## config.mk

```make
export PLATFORM = sky130hd
export DESIGN_NAME = bb3_ctrl
export DESIGN_NICKNAME = d
export VERILOG_FILES = /design/src/design/bb3_pkg.sv /design/src/design/bb3_ctrl.sv
export SDC_FILE = /design/constraint.sdc
export NUM_CORES = 1
export LEC_CHECK = 0
export BUFFER_PORTS_ARGS = -buffer_cell sky130_fd_sc_hd__buf_2
export CORE_MARGIN = 2
export CORE_UTILIZATION = 46
export DETAILED_ROUTE_END_ITERATION = 7
export PLACE_DENSITY = 0.73
export REMOVE_ABC_BUFFERS = 1
export SETUP_SLACK_MARGIN = 0.15
export SLEW_MARGIN = 10
export SYNTH_ARGS = -nofsm -noshare
export SYNTH_HDL_FRONTEND = slang
export SYNTH_SLANG_ARGS = --single-unit
```

## constraint.sdc

```tcl
create_clock -name clk -period 2.03 [get_ports clk]
set_input_delay 0.406 -clock clk [delete_from_list [all_inputs] [get_ports clk]]
set_output_delay 0.406 -clock clk [all_outputs]
set_load 0.03 [all_outputs]
```

## src/design/bb3_pkg.sv

```systemverilog
// Shared constants, codes and controller/datapath interface types of the 3x3 box blur.
package bb3_pkg;

    // Frame geometry limits and derived widths.
    localparam int MAX_WIDTH    = 1024;
    localparam int ROWS_LIMIT   = 4096;
    localparam int COL_W        = $clog2(MAX_WIDTH);
    localparam int ROW_W        = $clog2(ROWS_LIMIT);
    localparam int WEFF_W       = COL_W + 1;
    localparam int HEFF_W       = ROW_W + 1;

    // Pixel and channel widths.
    localparam int CHAN_W       = 8;
    localparam int NUM_CHAN     = 3;
    localparam int PIX_W        = CHAN_W * NUM_CHAN;
    localparam int CHAN_MAX     = 255;

    // Configuration registers.
    localparam int WIDTH_REG_W  = 11;
    localparam int HEIGHT_REG_W = 13;
    localparam int CFG_DATA_W   = 13;
    localparam int CFG_INDEX_W  = 1;
    localparam logic [CFG_INDEX_W-1:0] REG_IMAGE_WIDTH  = 1'b0;
    localparam logic [CFG_INDEX_W-1:0] REG_IMAGE_HEIGHT = 1'b1;
    localparam logic [WIDTH_REG_W-1:0]  WIDTH_RESET  = 11'd640;
    localparam logic [HEIGHT_REG_W-1:0] HEIGHT_RESET = 13'd480;

    // Input command codes carried in tuser.
    localparam logic CMD_PIXEL = 1'b0;
    localparam logic CMD_DRAIN = 1'b1;

    // Line buffer read address source.
    typedef enum logic [1:0] {
        RD_COLUMN     = 2'd0,
        RD_DRAIN_PREV = 2'd1,
        RD_DRAIN_CUR  = 2'd2,
        RD_DRAIN_NEXT = 2'd3
    } rd_sel_t;

    // Window columns used by the summation: the full window, or the right-edge
    // view where the newest column is the center and nothing lies to the right.
    typedef enum logic {
        MODE_FULL = 1'b0,
        MODE_EDGE = 1'b1
    } sum_mode_t;

    // Commands from the controller to the datapath.
    typedef struct packed {
        logic      capture;
        rd_sel_t   rd_sel;
        logic      shift;
        logic      pixel_step;
        logic      drain_step;
        logic      sum;
        sum_mode_t sum_mode;
        logic      divide;
        logic      load;
        logic      last;
    } dp_cmd_t;

    // Status from the datapath to the controller.
    typedef struct packed {
        logic draining;
        logic emit_full;
        logic emit_edge;
        logic out_free;
    } dp_stat_t;

endpackage

```

## src/design/bb3_ctrl.sv

```systemverilog
// Controller state machine that sequences line buffer access, summing and rounding.
module bb3_ctrl
    import bb3_pkg::*;
(
    input  logic     clk,
    input  logic     rst_n,
    input  logic     in_valid,
    input  logic     in_cmd,
    output logic     in_ready,
    input  dp_stat_t stat,
    output dp_cmd_t  cmd
);

    typedef enum logic [9:0] {
        S_IDLE   = 10'b0000000001,
        S_PX_RD  = 10'b0000000010,
        S_PX_SH  = 10'b0000000100,
        S_DR_RD0 = 10'b0000001000,
        S_DR_RD1 = 10'b0000010000,
        S_DR_RD2 = 10'b0000100000,
        S_DR_SH  = 10'b0001000000,
        S_SUM    = 10'b0010000000,
        S_DIV    = 10'b0100000000,
        S_LOAD   = 10'b1000000000
    } state_t;

    state_t    state_reg;
    state_t    state_next;
    sum_mode_t mode_reg;
    sum_mode_t mode_next;
    logic      pend_edge_reg;
    logic      pend_edge_next;
    logic      in_fire;

    assign in_ready = (state_reg == S_IDLE);
    assign in_fire  = in_valid && in_ready;

    // Next state and datapath commands.
    always_comb
    begin
        state_next     = state_reg;
        mode_next      = mode_reg;
        pend_edge_next = pend_edge_reg;
        cmd            = '0;
        cmd.rd_sel     = RD_COLUMN;
        cmd.sum_mode   = mode_reg;
        cmd.capture    = in_fire;
        case (state_reg)
            S_IDLE:
            begin
                if (in_fire)
                begin
                    if (in_cmd == CMD_PIXEL && !stat.draining)
                    begin
                        state_next = S_PX_RD;
                    end
                    else if (in_cmd == CMD_DRAIN && stat.draining)
                    begin
                        state_next = S_DR_RD0;
                    end
                end
            end
            S_PX_RD:
            begin
                cmd.rd_sel = RD_COLUMN;
                state_next = S_PX_SH;
            end
            S_PX_SH:
            begin
                cmd.shift      = 1'b1;
                cmd.pixel_step = 1'b1;
                if (stat.emit_full)
                begin
                    mode_next      = MODE_FULL;
                    pend_edge_next = stat.emit_edge;
                    state_next     = S_SUM;
                end
                else if (stat.emit_edge)
                begin
                    mode_next      = MODE_EDGE;
                    pend_edge_next = 1'b0;
                    state_next     = S_SUM;
                end
                else
                begin
                    state_next = S_IDLE;
                end
            end
            S_DR_RD0:
            begin
                cmd.rd_sel = RD_DRAIN_PREV;
                state_next = S_DR_RD1;
            end
            S_DR_RD1:
            begin
                cmd.rd_sel = RD_DRAIN_CUR;
                cmd.shift  = 1'b1;
                state_next = S_DR_RD2;
            end
            S_DR_RD2:
            begin
                cmd.rd_sel = RD_DRAIN_NEXT;
                cmd.shift  = 1'b1;
                state_next = S_DR_SH;
            end
            S_DR_SH:
            begin
                cmd.shift      = 1'b1;
                cmd.drain_step = 1'b1;
                mode_next      = MODE_FULL;
                pend_edge_next = 1'b0;
                state_next     = S_SUM;
            end
            S_SUM:
            begin
                cmd.sum    = 1'b1;
                state_next = S_DIV;
            end
            S_DIV:
            begin
                cmd.divide = 1'b1;
                state_next = S_LOAD;
            end
            S_LOAD:
            begin
                if (stat.out_free)
                begin
                    cmd.load = 1'b1;
                    cmd.last = !pend_edge_reg;
                    if (pend_edge_reg)
                    begin
                        mode_next      = MODE_EDGE;
                        pend_edge_next = 1'b0;
                        state_next     = S_SUM;
                    end
                    else
                    begin
                        state_next = S_IDLE;
                    end
                end
            end
            default:
            begin
                state_next = S_IDLE;
            end
        endcase
    end

    // State registers.
    always_ff @(posedge clk or negedge rst_n)
    begin
        if (!rst_n)
        begin
            state_reg     <= S_IDLE;
            mode_reg      <= MODE_FULL;
            pend_edge_reg <= 1'b0;
        end
        else
        begin
            state_reg     <= state_next;
            mode_reg      <= mode_next;
            pend_edge_reg <= pend_edge_next;
        end
    end

    // An accepted pixel outside the drain phase always starts a line buffer read.
    assert property (@(posedge clk) disable iff (!rst_n)
        (in_fire && in_cmd == CMD_PIXEL && !stat.draining) |=> state_reg == S_PX_RD)
    else $error("accepted pixel did not start a line buffer read");

    // A blocked result holds the controller in the load state.
    assert property (@(posedge clk) disable iff (!rst_n)
        (state_reg == S_LOAD && !stat.out_free) |=> state_reg == S_LOAD)
    else $error("controller left the load state while the output was blocked");

    // A pending right-edge result only follows a full-window result.
    assert property (@(posedge clk) disable iff (!rst_n)
        pend_edge_reg |-> mode_reg == MODE_FULL)
    else $error("pending edge result without a full-window result first");

endmodule

```

After elaboration in Yosys (flattened, before gate mapping). Index checks and enable logic that the tools add are counted. Widths: inputs -> output; s select.

Reductions and logical operators: 10. Mux-type cells: 25. Bitwise gates (word level): 1. Equal/unequal tests: 15.

Operator list (count): $pmux 10 s10 (1); $mux 10 (5); $mux 8 (2); $mux 1 (12); $eq 10x1->1 const B (1); $eq 10x10->1 const B (1); $eq 10x2->1 const B (1); $eq 10x3->1 const B (1); $eq 10x4->1 const B (1); $eq 10x5->1 const B (1); $eq 10x6->1 const B (1); $eq 10x7->1 const B (1); $eq 10x8->1 const B (1); $eq 10x9->1 const B (1); $pmux 1 s3 (2); $pmux 2 s3 (1); $reduce_and 3->1 (2); $mux 2 (2); $ne 2x2->1 const B (2); $reduce_and 4->1 (1); $reduce_or 4->1 (1); $logic_and 1x1->1 (3); $ne 3x1->1 const B (1); $ne 3x3->1 const B (1); 4 further kinds (5).

Input port bits: 8. Flip-flop bits (word level): 12. Output and inout bits: 12. Word-level logic and storage cells: 54.

Longest topological paths before layout. Gate-level depths: netlist of run 1.

Word-level depth: 5. Gate-level depth with buffers: 5. Depth with buffers taken out: 5.

Worst setup path before layout of run 1. No wires, ideal clock.

Kind: reg-to-output. From: reg state_reg[1]. To: out cmd[7] in the netlist's numbering. Cell stages (with the launch flop): 4. Path buffers: 0. Arrival time: 2169 ps. Data required time: 1624 ps. Path slack: -545 ps. Cells stage by stage: dfrtp_1 or4_4 nor3_1 nand3b_1.

RTL lines: start: declaration (line bb3_ctrl.sv:27) `state_t state_reg;`; start signal: assignment (line bb3_ctrl.sv:160) `state_reg <= state_next;`; end: declaration (line bb3_ctrl.sv:11) `output dp_cmd_t cmd`.

==> impl_results.html, run 1 <==
<table>
<tr><th>Metric</th><th>Value</th></tr>
<tr><th colspan="2">Finish</th></tr>
<tr><td>Area delta synth-&gt;final</td><td>96.6%</td></tr>
<tr><td>Flip-flop count of the largest register, all copies and words added</td><td>10</td></tr>
<tr><td>Antenna diode count</td><td>0</td></tr>
<tr><td>Share of final-layout standard cells stronger than drive strength 1</td><td>between 60% and 70%</td></tr>
<tr><td>Net count reported at finish</td><td>about 170</td></tr>
<tr><td>Post-layout utilization of the core</td><td>a little over nine tenths</td></tr>
<tr><th colspan="2">GRT</th></tr>
<tr><td>Via count of the first global-routing pass</td><td>around 1,000</td></tr>
<tr><td>Wire length of the first global-routing pass</td><td>about 4500 um</td></tr>
<tr><td>Gr ovfl total</td><td>0</td></tr>
<tr><td>Number of antenna violations at the first check in global routing</td><td>0</td></tr>
<tr><td>Overall track demand over capacity in global routing</td><td>roughly 30%</td></tr>
<tr><td>Largest net degree at the start of global routing</td><td>13</td></tr>
<tr><th colspan="2">Logic synthesis</th></tr>
<tr><td>Portion of the post-synthesis area used by sequential elements</td><td>~37%</td></tr>
<tr><td>Cell with the most instances after synthesis</td><td>sky130_fd_sc_hd__dfrtp_1</td></tr>
<tr><td>EDFF count, synth</td><td>0</td></tr>
<tr><td>Syn Std Cell Area</td><td>slightly above 800 sq um</td></tr>
<tr><td>Synth Instances</td><td>95</td></tr>
<tr><td>Top cells by instance count after synthesis</td><td>sky130_fd_sc_hd__dfrtp_1, sky130_fd_sc_hd__nand2_1, sky130_fd_sc_hd__inv_1, sky130_fd_sc_hd__nor2_1</td></tr>
<tr><td>Flops &amp; latches, synth</td><td>12</td></tr>
<tr><td>Distinct cell type count of the synthesized netlist</td><td>38</td></tr>
<tr><td>Area fraction of the dominant cell type after synthesis</td><td>about a third</td></tr>
<tr><td>Number of warnings printed during yosys synthesis</td><td>0</td></tr>
<tr><td>Area leader, netlist</td><td>sky130_fd_sc_hd__dfrtp_1</td></tr>
<tr><td>Top area cells in the synthesized netlist</td><td>sky130_fd_sc_hd__dfrtp_1, sky130_fd_sc_hd__nand2_1, sky130_fd_sc_hd__nor4_1</td></tr>
<tr><td>Most frequently used flop master after synthesis</td><td>sky130_fd_sc_hd__dfrtp_1</td></tr>
<tr><td>Share of flip-flops with an asynchronous set or reset after synthesis</td><td>100%</td></tr>
<tr><td>Synth Area per Inst</td><td>roughly 8.6 sq um</td></tr>
<tr><th colspan="2">Timing</th></tr>
<tr><td>Worst Hold Slack</td><td>-18.1 ps</td></tr>
<tr><td>Final number of hold-violating endpoints</td><td>11</td></tr>
<tr><td>Post-Route Skew</td><td>7.35 ps</td></tr>
<tr><td>Maximum clock frequency</td><td>approximately 0.42 GHz</td></tr>
<tr><td>Slew @ Worst Pin</td><td>496 ps</td></tr>
<tr><td>Crit share post-route</td><td>118%</td></tr>
<tr><td>Unrepaired setup endpoints after global routing</td><td>yes</td></tr>
<tr><td>Final WS setup</td><td>-362 ps</td></tr>
<tr><td>Number of max-slew violations in the final report</td><td>0</td></tr>
<tr><td>Number of setup violations in the final report</td><td>14</td></tr>
<tr><td>Tmin final</td><td>between 2000 and 2500 ps</td></tr>
<tr><td>Tightest slew margin relative to the limit</td><td>between 60 and 70%</td></tr>
<tr><th colspan="2">Min path</th></tr>
<tr><td>Tightest Hold Check Type</td><td>input port to asynchronous set/reset pin</td></tr>
<tr><th colspan="2">Clocking</th></tr>
<tr><td>Sinks on Clock Net</td><td>12</td></tr>
<tr><td>TritonCTS Buffers</td><td>3</td></tr>
<tr><td>CTS tree</td><td>built</td></tr>
<tr><td>Max H-tree Level</td><td>1</td></tr>
<tr><td>Buffer type at the clock tree root</td><td>sky130_fd_sc_hd__clkbuf_4</td></tr>
<tr><td>Clock tree buffer depth</td><td>2</td></tr>
<tr><td>Clk_lat worst skew</td><td>290 ps</td></tr>
<tr><td>Hold buffer count at cts</td><td>0</td></tr>
<tr><td>Clock transition at path regs</td><td>80 ps</td></tr>
<tr><th colspan="2">Die</th></tr>
<tr><td>Standard cell core area</td><td>between 1500 and 2000 sq um</td></tr>
<tr><td>Effective utilization at floorplan</td><td>between 40% and 50%</td></tr>
<tr><td>Number of top-level design ports</td><td>20</td></tr>
<tr><td>Die area</td><td>about 2100 sq um</td></tr>
<tr><td>Floorplan die width</td><td>around 46 um</td></tr>
<tr><td>Number of placement rows</td><td>15</td></tr>
<tr><td>Chip height</td><td>about 46 um</td></tr>
<tr><th colspan="2">Power and ir drop</th></tr>
<tr><td>Pwr per Cell Area</td><td>approximately 820 nW/um^2</td></tr>
<tr><td>LEAKAGE</td><td>about 0.80 nW</td></tr>
<tr><td>Worst-case vdd ir drop</td><td>~0.84 mV</td></tr>
<tr><td>Final Power</td><td>around 1.3 mW</td></tr>
<tr><th colspan="2">Critical path</th></tr>
<tr><td>Crit path capture type</td><td>output pin</td></tr>
<tr><td>Maximum fanout encountered on the critical timing path</td><td>4</td></tr>
<tr><td>Required time of the worst setup path</td><td>between 1500 and 2000 ps</td></tr>
<tr><td>Worst Setup Path Type</td><td>flop to output pin</td></tr>
<tr><td>Launching element type of the critical path</td><td>flop</td></tr>
<tr><td>Crit path arrival time</td><td>slightly below 2000 ps</td></tr>
<tr><th colspan="2">Place</th></tr>
<tr><td>Number of input and output port buffers inserted</td><td>19</td></tr>
<tr><td>Detailed-placement wirelength estimate</td><td>~1800 um</td></tr>
<tr><td>GP Congestion</td><td>between 0.9 and 1</td></tr>
<tr><th colspan="2">Drt</th></tr>
<tr><td>Total number of vias</td><td>between 1,000 and 1,500</td></tr>
<tr><td>Remaining routing DRC violations</td><td>0</td></tr>
<tr><td>DRC violation total after the first TritonRoute iteration</td><td>74</td></tr>
<tr><td>Average vias per placed instance</td><td>approximately 7</td></tr>
<tr><td>Number of iterations in the first detailed-routing pass</td><td>5</td></tr>
<tr><td>Count of nets left with antenna violations after detail routing</td><td>0</td></tr>
<tr><td>Drt total wl</td><td>around 4400 um</td></tr>
<tr><td>Average routed wire per standard cell</td><td>about 25 um</td></tr>
<tr><th colspan="2">Run status</th></tr>
<tr><td>Violations in the final reports</td><td>negative hold slack, negative setup slack</td></tr>
<tr><td>Result of the run</td><td>complete, but fails checks</td></tr>
<tr><th colspan="2">Job</th></tr>
<tr><td>Maxcap violations</td><td>0</td></tr>
</table>
==> cell families after synthesis <==
logic type,after synthesis,synth area share [%]
and+or+nand+nor,53,41.3
xor gates and xnor gates,2,2.14
DFF,12,36.9
AOI/OAI and AO/OA,16,13.0
buffers and inverters,12,6.58
==> routing by layer <==
metal	wire length (um)	GRT usage, %	up-vias
met5	0	0	-
li1	-	-	474
met1	1410	35.0	573
met4	348	17.1	0
met2	2090	52.8	131
met3	519	4.31	51
==> cell usage in the layout, fill, tap and decap left out, types with 2 or more instances in the layout <==
cell,instances
sky130_fd_sc_hd__a221oi_2,2
sky130_fd_sc_hd__and3_4,2
sky130_fd_sc_hd__buf_2,8
sky130_fd_sc_hd__buf_4,31
sky130_fd_sc_hd__buf_6,24
sky130_fd_sc_hd__clkbuf_4,3
sky130_fd_sc_hd__dfrtp_1,11
sky130_fd_sc_hd__inv_1,5
sky130_fd_sc_hd__inv_2,3
sky130_fd_sc_hd__nand2_1,8
sky130_fd_sc_hd__nand2_4,2
sky130_fd_sc_hd__nand2b_1,3
sky130_fd_sc_hd__nand3b_1,2
sky130_fd_sc_hd__nand4b_1,2
sky130_fd_sc_hd__nor2_1,7
sky130_fd_sc_hd__nor2b_1,3
sky130_fd_sc_hd__nor4_4,5
sky130_fd_sc_hd__o21ai_0,4
sky130_fd_sc_hd__or4_4,4
==> what timing repair did <==
item / 4_1_cts / 5_1_grt
buffers inserted: 12 / 7
resized for setup: 47 / 30
pin swaps: 12 / 8
setup endpoints to repair: 14 / 16
==> worst max-delay path, stage by stage, from the launching register on <==
cell,delay (ps)
sky130_fd_sc_hd__dfrtp_1,400
sky130_fd_sc_hd__or4_4,530
sky130_fd_sc_hd__buf_4,180
sky130_fd_sc_hd__nor3_4,210
sky130_fd_sc_hd__nand3b_1,210
sky130_fd_sc_hd__buf_6,160
==> final timing paths <==
check	startpoint	endpoint	slack [ps]	depth (start not counted)
setup / recovery	state_reg[1]	cmd[7]	-360	5
hold reg to reg	state_reg[4]	state_reg[8]	720	3
setup reg to reg	state_reg[4]	pend_edge_reg	-240	11
max in group asynchronous	rst_n	state_reg[0]	1760	1
min in group clk	in_cmd	state_reg[1]	330	2
hold / removal	rst_n	pend_edge_reg	-20	1
==> where the power goes <==
part / internal [mW] / switching (mW)
registers: 0.272 / 0.0314
logic: 0.398 / 0.411
clock network: 0.109 / 0.0898
==> cell type report <==
cell class	instances	area, sq um
clock buffers	4	36.3
fillers	43	82.6
inverters	9	36.3
multi-input cells	71	668
flip-flops and latches	12	302
well taps	17	21.3
repair buffers	63	543
==> per-stage QoR <==
stage	cell area [sq um]	setup TNS, ps	worst slack, ps	instances
2_1_floorplan	797	-1440	-545	92
3_3_place_gp	1100	-29.8	-29.8	153
3_5_place_dp	1100	-59.1	-42.9	153
4_1_cts	1400	-1570	-304	169
5_1_grt	1610	-3890	-417	176
6_report	1610	-2970	-362	176
No activity file was read; power rests on OpenSTA's default activity.
==> inputs of run 2 (changes only) <==
PLACE_DENSITY = 0.7   (was 0.73)
REMOVE_ABC_BUFFERS = unset   (was 1)
==> impl_results.html, run 2 (same netlist as run 1, synthesis figures left out) <==
<table>
<tr><th>Metric</th><th>Value</th></tr>
<tr><th colspan="2">Timing</th></tr>
<tr><td>Final WS setup</td><td>-382 ps (-19.3 ps)</td></tr>
<tr><td>Number of max-slew violations in the final report</td><td>0 (unchanged)</td></tr>
<tr><td>Post-Route Skew</td><td>12.2 ps (+4.84 ps)</td></tr>
<tr><td>Final number of hold-violating endpoints</td><td>0 (-11)</td></tr>
<tr><td>Slew @ Worst Pin</td><td>565 ps (+68.1 ps)</td></tr>
<tr><td>Crit share post-route</td><td>119% (+0.95 points)</td></tr>
<tr><td>Maximum clock frequency</td><td>0.415 GHz (-0.80%)</td></tr>
<tr><td>Tmin final</td><td>2410 ps (+19.3 ps)</td></tr>
<tr><td>Worst Hold Slack</td><td>337 ps (+355 ps)</td></tr>
<tr><td>Unrepaired setup endpoints after global routing</td><td>yes</td></tr>
<tr><td>Number of setup violations in the final report</td><td>15 (+1)</td></tr>
<tr><td>Tightest slew margin relative to the limit</td><td>62.4% (-4.5 points)</td></tr>
<tr><th colspan="2">Clocking</th></tr>
<tr><td>Max H-tree Level</td><td>1 (unchanged)</td></tr>
<tr><td>Clock transition at path regs</td><td>80 ps (about the same)</td></tr>
<tr><td>TritonCTS Buffers</td><td>3 (unchanged)</td></tr>
<tr><td>Clk_lat worst skew</td><td>300 ps (about the same)</td></tr>
<tr><td>Buffer type at the clock tree root</td><td>sky130_fd_sc_hd__clkbuf_4</td></tr>
<tr><td>Clock tree buffer depth</td><td>2 (unchanged)</td></tr>
<tr><td>CTS tree</td><td>built</td></tr>
<tr><td>Sinks on Clock Net</td><td>12 (unchanged)</td></tr>
<tr><th colspan="2">Drt</th></tr>
<tr><td>Average vias per placed instance</td><td>6.95 (-0.40%)</td></tr>
<tr><td>DRC violation total after the first TritonRoute iteration</td><td>112 (+51%)</td></tr>
<tr><td>Remaining routing DRC violations</td><td>0 (unchanged)</td></tr>
<tr><td>Count of nets left with antenna violations after detail routing</td><td>0 (unchanged)</td></tr>
<tr><td>Number of iterations in the first detailed-routing pass</td><td>5 (unchanged)</td></tr>
<tr><td>Average routed wire per standard cell</td><td>26.8 um (+8.1%)</td></tr>
<tr><td>Drt total wl</td><td>4740 um (+8.7%)</td></tr>
<tr><td>Total number of vias</td><td>1,231 (+0.16%)</td></tr>
<tr><th colspan="2">GRT</th></tr>
<tr><td>Wire length of the first global-routing pass</td><td>4900 um (+8.7%)</td></tr>
<tr><td>Gr ovfl total</td><td>0 (unchanged)</td></tr>
<tr><td>Via count of the first global-routing pass</td><td>1,012 (-1.4%)</td></tr>
<tr><td>Largest net degree at the start of global routing</td><td>13 (unchanged)</td></tr>
<tr><td>Overall track demand over capacity in global routing</td><td>35.0% (+4.7 points)</td></tr>
<tr><td>Number of antenna violations at the first check in global routing</td><td>0 (unchanged)</td></tr>
<tr><th colspan="2">Critical path</th></tr>
<tr><td>Crit path max-delay cell type</td><td>sky130_fd_sc_hd__or4b_4</td></tr>
<tr><td>Crit path arrival time</td><td>2010 ps (+20 ps)</td></tr>
<tr><td>Ordered cell list for the critical path</td><td>or4_4 &gt; or4b_4 &gt; clkinvlp_4 &gt; buf_6</td></tr>
<tr><td>Number of buffers and inverters on the critical path</td><td>2 (unchanged)</td></tr>
<tr><td>Required time of the worst setup path</td><td>1620 ps (about the same)</td></tr>
<tr><td>Maximum fanout encountered on the critical timing path</td><td>2 (-2)</td></tr>
<tr><td>Delay of the slowest cell on the worst path</td><td>570 ps (+40 ps)</td></tr>
<tr><td>CP top delay family</td><td>simple AND/OR/NAND/NOR gates</td></tr>
<tr><td>Worst Setup Path Type</td><td>flop to output pin</td></tr>
<tr><td>Launching element type of the critical path</td><td>flop</td></tr>
<tr><td>Crit path capture type</td><td>output pin</td></tr>
<tr><th colspan="2">Finish</th></tr>
<tr><td>Antenna diode count</td><td>0 (unchanged)</td></tr>
<tr><td>Final instance count without filler cells</td><td>177 (+0.57%)</td></tr>
<tr><td>Share of final-layout standard cells stronger than drive strength 1</td><td>63.7% (-0.40 points)</td></tr>
<tr><td>Fill count</td><td>23 (-47%)</td></tr>
<tr><td>Net count reported at finish</td><td>169 (+0.60%)</td></tr>
<tr><td>Commonest cells after routing, fill and taps aside</td><td>sky130_fd_sc_hd__buf_6, sky130_fd_sc_hd__buf_4, sky130_fd_sc_hd__dfrtp_1</td></tr>
<tr><td>Most common cell after layout, fill and taps aside</td><td>sky130_fd_sc_hd__buf_6</td></tr>
<tr><td>Flip-flop count of the largest register, all copies and words added</td><td>10 (unchanged)</td></tr>
<tr><td>Area delta synth-&gt;final</td><td>102%</td></tr>
<tr><th colspan="2">Die</th></tr>
<tr><td>Standard cell core area</td><td>1690 sq um (unchanged)</td></tr>
<tr><td>Number of placement rows</td><td>15 (unchanged)</td></tr>
<tr><td>Floorplan die width</td><td>46.1 um (unchanged)</td></tr>
<tr><td>Number of top-level design ports</td><td>20 (unchanged)</td></tr>
<tr><td>Chip height</td><td>46.1 um (unchanged)</td></tr>
<tr><td>Die area</td><td>2130 sq um (unchanged)</td></tr>
<tr><td>Effective utilization at floorplan</td><td>48.4% (unchanged)</td></tr>
<tr><th colspan="2">Place</th></tr>
<tr><td>DP Cell Count</td><td>143 (-6.5%)</td></tr>
<tr><td>Number of input and output port buffers inserted</td><td>19 (unchanged)</td></tr>
<tr><td>Detailed-placement wirelength estimate</td><td>1710 um (-6.9%)</td></tr>
<tr><td>GP Congestion</td><td>0.895 (-4.4%)</td></tr>
<tr><td>Pre-CTS WS</td><td>-72.3 ps (-29.4 ps)</td></tr>
<tr><th colspan="2">Power and ir drop</th></tr>
<tr><td>LEAKAGE</td><td>0.794 nW (-0.44%)</td></tr>
<tr><td>Worst-case vdd ir drop</td><td>0.811 mV (-3.0%)</td></tr>
<tr><td>Final Power</td><td>1.34 mW (+2.1%)</td></tr>
<tr><td>Pwr per Cell Area</td><td>809 nW/um^2 (-0.80%)</td></tr>
<tr><th colspan="2">Min path</th></tr>
<tr><td>Tightest Hold Check Type</td><td>input port to flop</td></tr>
<tr><th colspan="2">Logic synthesis</th></tr>
<tr><td>Post-Syn Nets</td><td>between 100 and 150</td></tr>
<tr><th colspan="2">Job</th></tr>
<tr><td>Maxcap violations</td><td>0 (unchanged)</td></tr>
<tr><th colspan="2">Run status</th></tr>
<tr><td>Violations in the final reports</td><td>negative setup slack</td></tr>
<tr><td>Result of the run</td><td>complete, but fails checks</td></tr>
</table>
[run 2: area by class of cell]
| cell class | instances | area (sq um) | area share, % |
|---|---|---|---|
| flip-flops and latches | 12 | 302 | 18.2 |
| well taps | 17 | 21.3 | 1.29 |
| repair buffers | 64 | 576 | 34.8 |
| multi-input cells | 71 | 677 | 40.9 |
| clock buffers | 4 | 36.3 | 2.19 |
| inverters | 9 | 42.5 | 2.57 |
[run 2: worst reg2reg max path: stages (launching register included)]
cell and delay, ps:
sky130_fd_sc_hd__dfrtp_1 410, sky130_fd_sc_hd__buf_6 120, sky130_fd_sc_hd__buf_6 120, sky130_fd_sc_hd__nor4_4 270
sky130_fd_sc_hd__buf_4 190, sky130_fd_sc_hd__nand4b_1 160, sky130_fd_sc_hd__buf_4 210, sky130_fd_sc_hd__buf_6 120
sky130_fd_sc_hd__buf_6 110, sky130_fd_sc_hd__buf_6 100, sky130_fd_sc_hd__buf_6 100, sky130_fd_sc_hd__buf_6 110
sky130_fd_sc_hd__a21oi_2 100, sky130_fd_sc_hd__or3b_1 120
[run 2: metrics by stage]
stage | setup TNS [ps] | cell area, sq um | utilization, %
2_1_floorplan | -202 | 837 | -
3_3_place_gp | -53.7 | 1050 | 61.9
3_5_place_dp | -76.0 | 1050 | 61.9
4_1_cts | -1110 | 1460 | 86.7
5_1_grt | -3760 | 1650 | 97.9
6_report | -3090 | 1650 | 97.9
[run 2: power by group]
| group | internal [mW] | leakage, nW | switching (mW) | total, mW |
|---|---|---|---|---|
| sequential | 0.272 | 0.162 | 0.0320 | 0.304 |
| clock | 0.109 | 0.0210 | 0.103 | 0.212 |
| combinational | 0.389 | 0.611 | 0.434 | 0.823 |
[run 2: worst paths after layout]
path                              startpoint       endpoint  slack, ps  cells past startpoint
worst max register to register  state_reg[5]  pend_edge_reg       -250                     13
worst max-delay path            state_reg[1]         cmd[4]       -380                      4
worst min register to register      mode_reg       mode_reg        720                      2
min in group asynchronous              rst_n   state_reg[9]        540                      2
max in group asynchronous              rst_n   state_reg[0]       1190                      2
worst min-delay path                  in_cmd   state_reg[1]        340                      2
[run 2: what timing repair did]
item | 4_1_cts | 5_1_grt
hold buffers | 1 | 0
gates resized for setup | 58 | 22
hold endpoints to repair | 11 | 0
pin swaps | 16 | 12
setup endpoints to repair | 15 | 15
buffers inserted | 18 | 11
[run 2: metal layers]
| layer | vias up | global-route usage [%] | routed length [um] |
|---|---|---|---|
| li1 | 483 | - | - |
| met1 | 556 | 41.6 | 1570 |
| met2 | 142 | 56.7 | 2190 |
| met3 | 50 | 7.84 | 570 |
| met4 | 0 | 21.7 | 410 |
| met5 | - | 0 | 0 |
